<file path="src/rtl/core/text_glyph_blit_commands_defines.svh">
// ----------------------------------------------------------------------------
// text glyph blitter assertion macros
// shared property wrappers for the blitter's concurrent checks
// ----------------------------------------------------------------------------
`ifndef TEXT_GLYPH_BLIT_COMMANDS_DEFINES_SVH
`define TEXT_GLYPH_BLIT_COMMANDS_DEFINES_SVH

// same-cycle implication
`define TGB_ASSERT_IMP(lbl, clk, rst_n, ante, cons) \
  lbl: assert property (@(posedge clk) disable iff (!rst_n) (ante) |-> (cons)) \
    else $error("tgb check failed");

// next-cycle implication
`define TGB_ASSERT_NXT(lbl, clk, rst_n, ante, cons) \
  lbl: assert property (@(posedge clk) disable iff (!rst_n) (ante) |=> (cons)) \
    else $error("tgb check failed");

`endif

</file>
<file path="src/rtl/core/tgb_pkg.sv">
// ----------------------------------------------------------------------------
// tgb_pkg
// types and fixed constants of the text glyph blitter
// ----------------------------------------------------------------------------
package tgb_pkg;

  localparam int CH_W     = 8;
  localparam int XY_W     = 12;
  localparam int DIM_W    = 6;
  localparam int STRIDE_W = 13;
  localparam int DEST_W   = 24;
  localparam int SRC_W    = 17;
  localparam int CFG_IDX_W = 2;
  localparam int CFG_DAT_W = 13;
  localparam int GLYPH_IDX_W = 7;
  localparam int SRC1_W   = GLYPH_IDX_W + DIM_W;

  localparam logic [CH_W-1:0] CH_NEWLINE = 8'd10;
  localparam logic [CH_W-1:0] CH_SPACE   = 8'd32;

  localparam logic [CFG_IDX_W-1:0] REG_LINE_STRIDE  = 2'd0;
  localparam logic [CFG_IDX_W-1:0] REG_GLYPH_WIDTH  = 2'd1;
  localparam logic [CFG_IDX_W-1:0] REG_GLYPH_HEIGHT = 2'd2;

  localparam logic [STRIDE_W-1:0] RST_LINE_STRIDE  = 13'd640;
  localparam logic [DIM_W-1:0]    RST_GLYPH_WIDTH  = 6'd8;
  localparam logic [DIM_W-1:0]    RST_GLYPH_HEIGHT = 6'd16;

  localparam logic KIND_ROW    = 1'b0;
  localparam logic KIND_DAMAGE = 1'b1;

  typedef enum logic [2:0] {
    ST_IDLE,
    ST_SETUP,
    ST_CALC,
    ST_ROWS,
    ST_DAMAGE
  } state_t;

  typedef struct packed {
    logic cap;    // capture input word
    logic setup;  // apply string start, first multiply
    logic calc;   // second multiply, newline update
    logic row;    // load a row copy word
    logic adv;    // advance cursor after a glyph
    logic dmg;    // load the damage word
  } cmd_t;

  typedef struct packed {
    logic printable;
    logic newline;
    logic gh_zero;
    logic last_row;
    logic last_str;
    logic out_free;
  } stat_t;

endpackage

</file>
<file path="src/rtl/core/tgb_ctrl.sv">
// ----------------------------------------------------------------------------
// tgb_ctrl
// sequencer for the text glyph blitter
// ----------------------------------------------------------------------------
`include "text_glyph_blit_commands_defines.svh"

module tgb_ctrl (
  input  logic           clk,
  input  logic           rst_n,
  input  logic           in_valid,
  output logic           in_ready,
  input  tgb_pkg::stat_t stat,
  output tgb_pkg::cmd_t  cmd
);

  tgb_pkg::state_t state_r, state_nxt;

  always_ff @(posedge clk) begin
    if (!rst_n) begin
      state_r <= tgb_pkg::ST_IDLE;
    end else begin
      state_r <= state_nxt;
    end
  end

  always_comb begin
    state_nxt = state_r;
    unique case (state_r)
      tgb_pkg::ST_IDLE: begin
        if (in_valid) state_nxt = tgb_pkg::ST_SETUP;
      end
      tgb_pkg::ST_SETUP: begin
        state_nxt = tgb_pkg::ST_CALC;
      end
      tgb_pkg::ST_CALC: begin
        if (stat.printable && !stat.gh_zero) begin
          state_nxt = tgb_pkg::ST_ROWS;
        end else if (stat.last_str) begin
          state_nxt = tgb_pkg::ST_DAMAGE;
        end else begin
          state_nxt = tgb_pkg::ST_IDLE;
        end
      end
      tgb_pkg::ST_ROWS: begin
        if (stat.out_free && stat.last_row) begin
          state_nxt = stat.last_str ? tgb_pkg::ST_DAMAGE : tgb_pkg::ST_IDLE;
        end
      end
      tgb_pkg::ST_DAMAGE: begin
        if (stat.out_free) state_nxt = tgb_pkg::ST_IDLE;
      end
      default: state_nxt = tgb_pkg::ST_IDLE;
    endcase
  end

  always_comb begin
    cmd      = '0;
    in_ready = 1'b0;
    unique case (state_r)
      tgb_pkg::ST_IDLE: begin
        in_ready = 1'b1;
        cmd.cap  = in_valid;
      end
      tgb_pkg::ST_SETUP: begin
        cmd.setup = 1'b1;
      end
      tgb_pkg::ST_CALC: begin
        cmd.calc = 1'b1;
        // zero-height glyph still moves the cursor
        cmd.adv  = stat.printable && stat.gh_zero;
      end
      tgb_pkg::ST_ROWS: begin
        cmd.row = stat.out_free;
        cmd.adv = stat.out_free && stat.last_row;
      end
      tgb_pkg::ST_DAMAGE: begin
        cmd.dmg = stat.out_free;
      end
      default: begin
        cmd = '0;
      end
    endcase
  end

  `TGB_ASSERT_IMP(a_load_needs_slot, clk, rst_n, cmd.row || cmd.dmg, stat.out_free)
  `TGB_ASSERT_IMP(a_single_load, clk, rst_n, cmd.row, !cmd.dmg)
  `TGB_ASSERT_NXT(a_cap_then_setup, clk, rst_n, cmd.cap, cmd.setup)
  `TGB_ASSERT_IMP(a_adv_placed, clk, rst_n, cmd.adv, (cmd.row && stat.last_row) || cmd.calc)

endmodule

</file>
<file path="src/rtl/core/tgb_datapath.sv">
// ----------------------------------------------------------------------------
// tgb_datapath
// cursor state, offset arithmetic and output register of the blitter
// ----------------------------------------------------------------------------
module tgb_datapath #(
  parameter int COORD_BITS    = 12,
  parameter int MAX_GLYPH_DIM = 32
) (
  input  logic                               clk,
  input  logic                               rst_n,
  input  logic                               cfg_we,
  input  logic [tgb_pkg::CFG_IDX_W-1:0]      cfg_index,
  input  logic [tgb_pkg::CFG_DAT_W-1:0]      cfg_wdata,
  input  logic [tgb_pkg::CH_W-1:0]           in_ch,
  input  logic                               in_first_of_string,
  input  logic                               in_last_of_string,
  input  logic [tgb_pkg::XY_W-1:0]           in_start_x,
  input  logic [tgb_pkg::XY_W-1:0]           in_start_y,
  input  tgb_pkg::cmd_t                      cmd,
  output tgb_pkg::stat_t                     stat,
  output logic                               out_valid,
  input  logic                               out_ready,
  output logic                               out_kind,
  output logic [tgb_pkg::DEST_W-1:0]         out_dest_offset,
  output logic [tgb_pkg::SRC_W-1:0]          out_src_offset,
  output logic [tgb_pkg::DIM_W-1:0]          out_copy_len,
  output logic [tgb_pkg::XY_W-1:0]           out_damage_x,
  output logic [tgb_pkg::XY_W-1:0]           out_damage_y,
  output logic [tgb_pkg::XY_W-1:0]           out_damage_w,
  output logic [tgb_pkg::XY_W-1:0]           out_damage_h,
  output logic                               out_last
);

  localparam int CB     = COORD_BITS;
  localparam int PROD_W = CB + tgb_pkg::STRIDE_W;
  localparam int SRC2_W = tgb_pkg::SRC1_W + tgb_pkg::DIM_W;

  function automatic logic [CB-1:0] sat_add(input logic [CB-1:0] a,
                                            input logic [tgb_pkg::DIM_W-1:0] b);
    logic [CB:0] s;
    s = {1'b0, a} + (CB+1)'(b);
    sat_add = s[CB] ? {CB{1'b1}} : s[CB-1:0];
  endfunction

  // configuration
  logic [tgb_pkg::STRIDE_W-1:0] stride_r;
  logic [tgb_pkg::DIM_W-1:0]    gw_cfg_r, gh_cfg_r;
  logic [tgb_pkg::DIM_W-1:0]    gw, gh;

  // captured word
  logic [tgb_pkg::CH_W-1:0] ch_r;
  logic                     first_r, last_str_r;
  logic [tgb_pkg::XY_W-1:0] sx_r, sy_r;

  // text state
  logic [CB-1:0] origin_x_r, origin_y_r, cursor_x_r, cursor_y_r;
  logic [CB-1:0] line_w_r, max_w_r, text_h_r;

  // arithmetic
  logic [tgb_pkg::DEST_W-1:0] prod_dest_r, dest_r;
  logic [tgb_pkg::SRC1_W-1:0] src1_r;
  logic [tgb_pkg::SRC_W-1:0]  src_r;
  logic [tgb_pkg::DIM_W-1:0]  row_r;

  logic [CB-1:0]            cy_eff;
  logic [PROD_W-1:0]        prod_full;
  logic [SRC2_W-1:0]        src_full;
  logic [tgb_pkg::CH_W-1:0] glyph_idx;
  logic [CB-1:0]            line_w_new;

  // output register
  logic                       out_valid_r;
  logic                       kind_r, last_r;
  logic [tgb_pkg::DEST_W-1:0] odest_r;
  logic [tgb_pkg::SRC_W-1:0]  osrc_r;
  logic [tgb_pkg::DIM_W-1:0]  olen_r;
  logic [tgb_pkg::XY_W-1:0]   odx_r, ody_r, odw_r, odh_r;

  assign gw = ({1'b0, gw_cfg_r} > (tgb_pkg::DIM_W+1)'(MAX_GLYPH_DIM)) ?
              tgb_pkg::DIM_W'(MAX_GLYPH_DIM) : gw_cfg_r;
  assign gh = ({1'b0, gh_cfg_r} > (tgb_pkg::DIM_W+1)'(MAX_GLYPH_DIM)) ?
              tgb_pkg::DIM_W'(MAX_GLYPH_DIM) : gh_cfg_r;

  assign cy_eff     = first_r ? CB'(sy_r) : cursor_y_r;
  assign prod_full  = PROD_W'(cy_eff) * PROD_W'(stride_r);
  assign glyph_idx  = ch_r - tgb_pkg::CH_SPACE;
  assign src_full   = SRC2_W'(src1_r) * SRC2_W'(gh);
  assign line_w_new = sat_add(line_w_r, gw);

  always_comb begin
    stat           = '0;
    stat.printable = !ch_r[tgb_pkg::CH_W-1] && (ch_r >= tgb_pkg::CH_SPACE);
    stat.newline   = (ch_r == tgb_pkg::CH_NEWLINE);
    stat.gh_zero   = (gh == '0);
    stat.last_row  = (row_r == gh - tgb_pkg::DIM_W'(1));
    stat.last_str  = last_str_r;
    stat.out_free  = !out_valid_r || out_ready;
  end

  always_ff @(posedge clk) begin
    if (!rst_n) begin
      stride_r <= tgb_pkg::RST_LINE_STRIDE;
      gw_cfg_r <= tgb_pkg::RST_GLYPH_WIDTH;
      gh_cfg_r <= tgb_pkg::RST_GLYPH_HEIGHT;
    end else if (cfg_we) begin
      unique case (cfg_index)
        tgb_pkg::REG_LINE_STRIDE:  stride_r <= cfg_wdata;
        tgb_pkg::REG_GLYPH_WIDTH:  gw_cfg_r <= cfg_wdata[tgb_pkg::DIM_W-1:0];
        tgb_pkg::REG_GLYPH_HEIGHT: gh_cfg_r <= cfg_wdata[tgb_pkg::DIM_W-1:0];
        default: ;
      endcase
    end
  end

  always_ff @(posedge clk) begin
    if (cmd.cap) begin
      ch_r       <= in_ch;
      first_r    <= in_first_of_string;
      last_str_r <= in_last_of_string;
      sx_r       <= in_start_x;
      sy_r       <= in_start_y;
    end
    if (cmd.setup) begin
      prod_dest_r <= tgb_pkg::DEST_W'(prod_full);
      src1_r      <= tgb_pkg::SRC1_W'(glyph_idx[tgb_pkg::GLYPH_IDX_W-1:0]) *
                     tgb_pkg::SRC1_W'(gw);
    end
    if (cmd.calc) begin
      dest_r <= prod_dest_r + tgb_pkg::DEST_W'(cursor_x_r);
      src_r  <= src_full[tgb_pkg::SRC_W-1:0];
      row_r  <= '0;
    end else if (cmd.row) begin
      dest_r <= dest_r + tgb_pkg::DEST_W'(stride_r);
      src_r  <= src_r + tgb_pkg::SRC_W'(gw);
      row_r  <= row_r + tgb_pkg::DIM_W'(1);
    end
  end

  always_ff @(posedge clk) begin
    if (!rst_n) begin
      origin_x_r <= '0;
      origin_y_r <= '0;
      cursor_x_r <= '0;
      cursor_y_r <= '0;
      line_w_r   <= '0;
      max_w_r    <= '0;
      text_h_r   <= '0;
    end else begin
      if (cmd.setup && first_r) begin
        origin_x_r <= CB'(sx_r);
        origin_y_r <= CB'(sy_r);
        cursor_x_r <= CB'(sx_r);
        cursor_y_r <= CB'(sy_r);
        line_w_r   <= '0;
        max_w_r    <= '0;
        text_h_r   <= sat_add('0, gh);
      end
      if (cmd.calc && stat.newline) begin
        line_w_r   <= '0;
        text_h_r   <= sat_add(text_h_r, gh);
        cursor_x_r <= origin_x_r;
        cursor_y_r <= cursor_y_r + CB'(gh);
      end
      if (cmd.adv) begin
        line_w_r   <= line_w_new;
        cursor_x_r <= cursor_x_r + CB'(gw);
        if (line_w_new > max_w_r) max_w_r <= line_w_new;
      end
    end
  end

  always_ff @(posedge clk) begin
    if (!rst_n) begin
      out_valid_r <= 1'b0;
    end else if (cmd.row || cmd.dmg) begin
      out_valid_r <= 1'b1;
    end else if (out_ready) begin
      out_valid_r <= 1'b0;
    end
  end

  always_ff @(posedge clk) begin
    if (cmd.row) begin
      kind_r  <= tgb_pkg::KIND_ROW;
      odest_r <= dest_r;
      osrc_r  <= src_r;
      olen_r  <= gw;
      odx_r   <= '0;
      ody_r   <= '0;
      odw_r   <= '0;
      odh_r   <= '0;
      last_r  <= stat.last_row && !last_str_r;
    end else if (cmd.dmg) begin
      kind_r  <= tgb_pkg::KIND_DAMAGE;
      odest_r <= '0;
      osrc_r  <= '0;
      olen_r  <= '0;
      odx_r   <= tgb_pkg::XY_W'(origin_x_r);
      ody_r   <= tgb_pkg::XY_W'(origin_y_r);
      odw_r   <= tgb_pkg::XY_W'(max_w_r);
      odh_r   <= tgb_pkg::XY_W'(text_h_r);
      last_r  <= 1'b1;
    end
  end

  assign out_valid       = out_valid_r;
  assign out_kind        = kind_r;
  assign out_dest_offset = odest_r;
  assign out_src_offset  = osrc_r;
  assign out_copy_len    = olen_r;
  assign out_damage_x    = odx_r;
  assign out_damage_y    = ody_r;
  assign out_damage_w    = odw_r;
  assign out_damage_h    = odh_r;
  assign out_last        = last_r;

endmodule

</file>
<file path="src/rtl/core/text_glyph_blit_commands.sv">
// ----------------------------------------------------------------------------
// text_glyph_blit_commands
// character-cell text blitter: turns text bytes into glyph row copy words
// and one damage rectangle word at the end of each string
// ----------------------------------------------------------------------------
//
//   port group | direction | handshake         | carries
//   -----------+-----------+-------------------+------------------------------
//   in_        | input     | in_valid/in_ready | text byte, string flags, origin
//   out_       | output    | out_valid/ready   | row copy or damage word
//   cfg_       | input     | cfg_we only       | stride, glyph width and height
//
// a byte is captured in the idle state, then the setup state applies the
// string start and forms the first products and the calc state finishes
// the offsets. a printable byte with a nonzero glyph height then goes
// through the row loop, one word per glyph row; any other byte skips it.
// the damage state adds one damage word after the last byte of a string.
// reset (rst_n low, synchronous) restores the register defaults and clears
// the cursor and size state. a stalled out_ready holds the row loop in place;
// the next byte is taken while the final word still waits in the output stage.
//
module text_glyph_blit_commands #(
  parameter int COORD_BITS    = 12,
  parameter int MAX_GLYPH_DIM = 32
) (
  input  logic                          clk,
  input  logic                          rst_n,
  // configuration
  input  logic                          cfg_we,
  input  logic [tgb_pkg::CFG_IDX_W-1:0] cfg_index,
  input  logic [tgb_pkg::CFG_DAT_W-1:0] cfg_wdata,
  // text words
  input  logic                          in_valid,
  output logic                          in_ready,
  input  logic [tgb_pkg::CH_W-1:0]      in_ch,
  input  logic                          in_first_of_string,
  input  logic                          in_last_of_string,
  input  logic [tgb_pkg::XY_W-1:0]      in_start_x,
  input  logic [tgb_pkg::XY_W-1:0]      in_start_y,
  // command words
  output logic                          out_valid,
  input  logic                          out_ready,
  output logic                          out_kind,
  output logic [tgb_pkg::DEST_W-1:0]    out_dest_offset,
  output logic [tgb_pkg::SRC_W-1:0]     out_src_offset,
  output logic [tgb_pkg::DIM_W-1:0]     out_copy_len,
  output logic [tgb_pkg::XY_W-1:0]      out_damage_x,
  output logic [tgb_pkg::XY_W-1:0]      out_damage_y,
  output logic [tgb_pkg::XY_W-1:0]      out_damage_w,
  output logic [tgb_pkg::XY_W-1:0]      out_damage_h,
  output logic                          out_last
);

  // commands from the sequencer, status back from the datapath
  tgb_pkg::cmd_t  cmd;
  tgb_pkg::stat_t stat;

  // sequencer: capture, setup, offset calc, row loop, damage word
  tgb_ctrl u_ctrl (
    .clk      (clk),
    .rst_n    (rst_n),
    .in_valid (in_valid),
    .in_ready (in_ready),
    .stat     (stat),
    .cmd      (cmd)
  );

  // datapath: registers, cursor state, offset arithmetic, output stage
  tgb_datapath #(
    .COORD_BITS    (COORD_BITS),
    .MAX_GLYPH_DIM (MAX_GLYPH_DIM)
  ) u_datapath (
    .clk                (clk),
    .rst_n              (rst_n),
    .cfg_we             (cfg_we),
    .cfg_index          (cfg_index),
    .cfg_wdata          (cfg_wdata),
    .in_ch              (in_ch),
    .in_first_of_string (in_first_of_string),
    .in_last_of_string  (in_last_of_string),
    .in_start_x         (in_start_x),
    .in_start_y         (in_start_y),
    .cmd                (cmd),
    .stat               (stat),
    .out_valid          (out_valid),
    .out_ready          (out_ready),
    .out_kind           (out_kind),
    .out_dest_offset    (out_dest_offset),
    .out_src_offset     (out_src_offset),
    .out_copy_len       (out_copy_len),
    .out_damage_x       (out_damage_x),
    .out_damage_y       (out_damage_y),
    .out_damage_w       (out_damage_w),
    .out_damage_h       (out_damage_h),
    .out_last           (out_last)
  );

endmodule
</file>
<file path="config.mk">
export PLATFORM = sky130hd
export DESIGN_NAME = text_glyph_blit_commands
export DESIGN_NICKNAME = d
export VERILOG_FILES = /design/src/rtl/core/tgb_pkg.sv /design/src/rtl/core/tgb_ctrl.sv /design/src/rtl/core/tgb_datapath.sv /design/src/rtl/core/text_glyph_blit_commands.sv
export VERILOG_INCLUDE_DIRS = /design/src /design/src/rtl/core
export SDC_FILE = /design/constraint.sdc
export NUM_CORES = 1
export LEC_CHECK = 0
export ABC_AREA = 1
export BUFFER_PORTS_ARGS = -buffer_cell sky130_fd_sc_hd__buf_2
export CAP_MARGIN = 20
export CORE_MARGIN = 5
export CORE_UTILIZATION = 54
export DETAILED_ROUTE_END_ITERATION = 6
export PLACE_DENSITY = 0.72
export SYNTH_ARGS = -nofsm -noshare
export SYNTH_HDL_FRONTEND = slang
export SYNTH_SLANG_ARGS = --single-unit
</file>
<file path="constraint.sdc">
create_clock -name clk -period 7 [get_ports clk]
set_input_delay 1.4 -clock clk [delete_from_list [all_inputs] [get_ports clk]]
set_output_delay 1.4 -clock clk [all_outputs]
set_load 0.03 [all_outputs]
</file>
# Word-level counts from Yosys, hierarchy flattened
# Cells that the tools add are included.
# totals
regBits	328
input_bits	54
output_inout_bits	99
word_cells	129
# op_classes
n_addsub	10
mul	3
magnitude_cmp	4
eq_ne	11
mux	45
reduce_logical	25
# op_table
op	count
2-to-1 mux 12 bit	16
2-to-1 mux 24 bit	4
2-to-1 mux 17 bit	4
adder 12 x 6 -> 13 bit	2
adder 12 x 6 -> 12 bit	2
adder 24 x 12 -> 24 bit	1
adder 24 x 13 -> 24 bit	1
multiplier 12 x 13 -> 24 bit	1
2-to-1 mux 6 bit	4
adder 17 x 6 -> 17 bit	1
multiplier 13 x 6 -> 17 bit	1
2-to-1 mux 3 bit	5
one-hot mux 3 bit (5 select lines)	1
multiplier 7 x 6 -> 13 bit	1
> comparator 12 bit	1
> comparator 6 bit (second input constant)	2
2-to-1 mux 1 bit	10
equality test 8 x 4 -> 1 bit (second input constant)	1
greater-or-equal comparator 8 x 6 -> 1 bit (second input constant)	1
nonzero test 2 bit	4
logical AND 1 bit	7
subtractor 7 x 6 -> 7 bit (second input constant)	1
adder 6 x 1 -> 6 bit (second input constant)	1
equality test 3 x 2 -> 1 bit (second input constant)	2
other kinds (17)	24

# Logic depth before layout (Yosys ltp)
# logic_depth
depth_word	7
depth_mapped	27
mapped_depth_nobuf	26

# Hierarchy
# From an unflattened synthesis, not the netlist that was laid out.
# unflattened
hier_cells	3415
hier_area_um2	25754.7
# by_module_without_submodules
mod	n_inst	cells_per_inst	area_each_um2	seq_area_each_um2
tgb_datapath	1	3372	25509.5	8107.8
tgb_ctrl	1	43	245.2	60.1

# Least setup slack after synthesis
# No wires, ideal clock.
# synth_path
path_type	flip-flop to flip-flop
from	register u_datapath.first_r
to	register u_datapath.prod_dest_r[18] (netlist bit) (data pin)
setup_ns	0.269
arrival_ns	5.239
t_required_ns	6.731
slack_ns	1.492
stages_incl_launch_ff	24
n_path_buf	2
synth_period_minus_slack_ns	5.508
cell_sequence	edfxtp_1 > inv_1 > clkbuf_1 > or2_2 > nand2_1 > inv_1 > clkbuf_1 > nand2_1 > fa_1 > fa_1 > inv_1 > fa_1 > fa_1 > inv_1 > fa_1 > inv_1 > ha_1 > nand2_1 > nor4_1 > nor2_1 > o21ai_0 > a21boi_0 > o31ai_1 > xor2_1
# synth_between
elab_chain_cells	2
# synth_lines
item	line_no	text
start, declared	tgb_datapath.sv:52	logic first_r, last_str_r;
start signal, assigned	tgb_datapath.sv:118	first_r <= in_first_of_string;
2-to-1 mux 12 bit	tgb_datapath.sv:84	assign cy_eff = first_r ? CB'(sy_r) : cursor_y_r;
multiplier 12 x 13 -> 24 bit	tgb_datapath.sv:85	assign prod_full = PROD_W'(cy_eff) * PROD_W'(stride_r);
named net u_datapath.prod_full[18]	tgb_datapath.sv:66	logic [PROD_W-1:0] prod_full;
end signal, assigned	tgb_datapath.sv:124	prod_dest_r <= tgb_pkg::DEST_W'(prod_full);
end, declared	tgb_datapath.sv:60	logic [tgb_pkg::DEST_W-1:0] prod_dest_r, dest_r;
# The timed path passes the listed nets, and every way through them passes these cells.
# A chain may end at the register's enable or synchronous reset.

# Worst setup path in the final report
# Ends and elaborated chain as after synthesis.

==> metrics.md <==
| Metric | Value |
|---|---|
| Register area share after synthesis | 33.9% |
| Deepest clock path buffer count | 3 |
| LEAKAGE | 0.0126 uW |
| Clk Latency, worst-skew pair | 0.56 ns |
| Clk_skew | 0.0143 ns |
| CTS Hold Bufs | 0 |
| Number of port buffers | 152 |
| # resized after CTS | 0 |
| Synthesis Warnings | 0 |
| Clock sink count | 328 |
| Slew Limit Fails | 0 |
| Register area | 8170 um2 |
| Critical path launch point type | flop |
| DP Cell Count | 3,652 |
| Core area | 44,200 um2 |
| Nets@finish | 3,507 |
| Detailed Place HPWL | 50,000 um |
| Global-route wire length before repair | 106,000 um |
| Synthesis-stage register bit count | 328 |
| Achievable Freq | 0.163 GHz |
| Post-CTS setup buffers | 0 |
| Adder-Cell Fraction of Synth Area | 24.0% |
| Fillers | 3,840 |
| Clock transition at path regs | 0.06 ns |
| Final setup vio count | 0 |
| GRT Total Usage | 26.6% |
| Fin crit period | 6.13 ns |
| # IOs | 153 |
| Syn nets | 3,382 |
| DRT Pass-1 Iters | 6 |
| Mux cell area share after synthesis | 0.0831% |
| Outcome | finished clean |
| Die H | 221 um |
| Crit Path Max Fanout | 14 |
| EDFF count, synth | 160 |
| Period utilization | 87.6% |
| Async set-reset flop share out of synthesis | 0% |
| Fin cells | 3,720 |
| VDD IR-drop max | 0.361 mV |
| # H-tree levels | 2 |
| Rows | 77 |
| Clock root buffer | clkbuf_16 |
| Vias in the first global route | 20,215 |
| Worst Path Required | 7.30 ns |
| Compound-Gate Fraction of Synth Area | 10.8% |
| Syn_area_per_cell | 8.10 um2 |
| Area Growth Syn to Fin | 10.7% |
| Worst hold slack | 0.461 ns |
| Initial antenna violation count | 2 |
| Die ar. | 49,000 um2 |
| Die width | 221 um |
| Largest net degree at the start of global routing | 64 |
| Cts bufs inserted | 38 |
| GPL Wtd Cong | 0.941 |
| Pwr dens | 367 nW/um2 |
| CP Capture Type | flop |
| Antenna Violating Nets Remaining | 0 |
| Critical Path AT | 6.43 ns |
| Final wirelength | 66,000 um |
| Largest family of logic cells by synthesized area | adder cells |
| Cell area after synthesis | 24,100 um2 |
| Post-Synth XOR/XNOR Area | 2.54% |
| Worst slew margin | 25.8% |
| Total grt overflow | 0 |
| Routed vias/inst | 5.47 |
| TNS Setup | 0 ns |
| Critical path class | reg2reg |
| Via count | 20,360 |
| DRT iter0 DRCs | 1,701 |
| Slew @ Worst Pin | 1.11 ns |
| Post-Layout Inst Area | 26,700 um2 |
| Layout cells sized above 1 | 8.60% |
| Mapped Cells | 2,975 |
| RSZ-0062 raised after global routing | false |
| Post-Synth Simple-Gate Area | 19.8% |
| Max Cap Violations | 0 |
| Initial core utilization | 54.5% |
| Placed Area | 25,400 um2 |
| Min-delay worst type | reg2reg |
| CTS tree | yes |
| N_diodes | 0 |
| Synth cell types | 52 |
| Post-DR wirelength/cell | 17.8 um |
| Post-route DRC | 0 |
| Top_reg_cell synth | dfxtp_1 |
| Hold Vio Cnt, Final | 0 |
| Multi-input logic area | 13,800 um2 |
[power breakdown]
| part | switching (uW) | internal [uW] | leakage [uW] |
|---|---|---|---|
| Combinational | 3110 | 1550 | 0.00914 |
| Sequential | 377 | 2750 | 0.00287 |
| Clock | 819 | 1170 | 0.000606 |
| Total | 4310 | 5470 | 0.0126 |
[final timing paths]
check / to / cells past startpoint / startpoint / slack [ns]
worst max-delay path: u_datapath.prod_dest_r[18] / 19 / u_datapath.first_r / 0.87
worst min-delay path: u_datapath.out_kind / 1 / u_datapath.out_kind / 0.46
worst max register to register: u_datapath.prod_dest_r[18] / 19 / u_datapath.first_r / 0.87
worst min register to register: u_datapath.out_kind / 1 / u_datapath.out_kind / 0.46
[layout by cell type, fill, tap and decap left out, types with 34 or more instances in the layout]
| cell type | netlist | routed |
|---|---|---|
| a21oi_1 | 215 | 215 |
| edfxtp_1 | 160 | 160 |
| nand2_1 | 567 | 566 |
| dfxtp_1 | 168 | 168 |
| nor2_1 | 391 | 387 |
| xnor2_1 | 34 | 34 |
| ha_1 | 172 | 172 |
| xor2_1 | 36 | 36 |
| o21ai_0 | 199 | 199 |
| inv_1 | 466 | 465 |
| fa_1 | 181 | 181 |
| buf_2 | 3 | 152 |
| nand3_1 | 111 | 110 |
| clkbuf_16 | 0 | 39 |
[critical path, cell delays in order, from the launching register on]
cell      delay [ns]
edfxtp_1        0.59
inv_1           0.26
or2_2           0.33
o21ai_1         0.40
inv_1           0.22
nand2_1         0.14
fa_1            0.44
fa_1            0.52
inv_1           0.06
fa_1            0.46
fa_1            0.49
inv_1           0.05
fa_1            0.47
inv_1           0.04
ha_1            0.33
nand2_1         0.06
o21ai_0         0.37
a21boi_0        0.26
o31ai_1         0.30
xor2_1          0.10
[metrics by stage]
step           total power [uW]  setup WS (ns)  util [%]
2_1_floorplan              6490           1.49         -
3_3_place_gp               7700           1.02      57.5
3_5_place_dp               7790          0.861      57.5
4_1_cts                    9830          0.873      60.3
5_1_grt                   10600          0.436      60.3
6_report                   9780          0.871      60.3
[registers in the layout, indices dropped and copies added, names as in the netlist, 8 cells and up]
| signal | count |
|---|---|
| u_datapath.ch_r | 8 |
| u_datapath.cursor_x_r | 12 |
| u_datapath.cursor_y_r | 12 |
| u_datapath.dest_r | 24 |
| u_datapath.line_w_r | 12 |
| u_datapath.max_w_r | 12 |
| u_datapath.origin_x_r | 12 |
| u_datapath.origin_y_r | 12 |
| u_datapath.out_damage_h | 12 |
| u_datapath.out_damage_w | 12 |
| u_datapath.out_damage_x | 12 |
| u_datapath.out_damage_y | 12 |
| u_datapath.out_dest_offset | 24 |
| u_datapath.out_src_offset | 17 |
| u_datapath.prod_dest_r | 24 |
| u_datapath.src1_r | 13 |
| u_datapath.src_r | 17 |
| u_datapath.stride_r | 13 |
| u_datapath.sx_r | 12 |
| u_datapath.sy_r | 12 |
| u_datapath.text_h_r | 12 |
[cell usage after synthesis, types with 4 or more instances]
library cell / instances / area [um2]
clkbuf_1: 77 / 289
nor2_1: 391 / 1470
a31oi_1: 8 / 50.1
nand2_1: 567 / 2130
inv_1: 466 / 1750
o31ai_1: 6 / 45.0
o21bai_1: 10 / 75.1
nor3_1: 28 / 140
xnor2_1: 34 / 298
clkinv_1: 8 / 30.0
o211ai_1: 7 / 52.6
buf_4: 4 / 30.0
xor2_1: 36 / 315
o21ai_0: 199 / 996
nand3b_1: 4 / 30.0
o221ai_1: 5 / 43.8
a21oi_1: 215 / 1080
dfxtp_1: 168 / 3360
a21boi_0: 5 / 37.5
ha_1: 172 / 2150
o21ai_1: 6 / 30.0
nand4_1: 29 / 181
o22ai_1: 8 / 50.1
nor4_1: 6 / 37.5
buf_1: 6 / 22.5
or2_2: 19 / 119
edfxtp_1: 160 / 4800
nand3_1: 111 / 556
fa_1: 181 / 3620
[routing by layer]
layer | track usage, % | share of wire [%]
met1 | 36.1 | 44
met2 | 43.4 | 46
met3 | 5.33 | 7.0
met4 | 7.96 | 3.0
met5 | 0 | 0.032
[final cells by class]
type | count | share of cell area, %
Multi-Input combinational cell | 2080 | 51.8
Sequential cell | 328 | 30.6
Inverter | 477 | 6.71
Clock buffer | 50 | 3.93
Timing Repair Buffer | 175 | 3.50
Tap cell | 592 | 2.78
Clock inverter | 18 | 0.689
[logic make-up after synthesis]
kind of cell,Yosys count
xor+xnor,70
buf+inv,567
mux,2
simple gates,1169
compound gates,486
flops,328
fa+ha+maj,353
(Power assumes the default switching activity.)
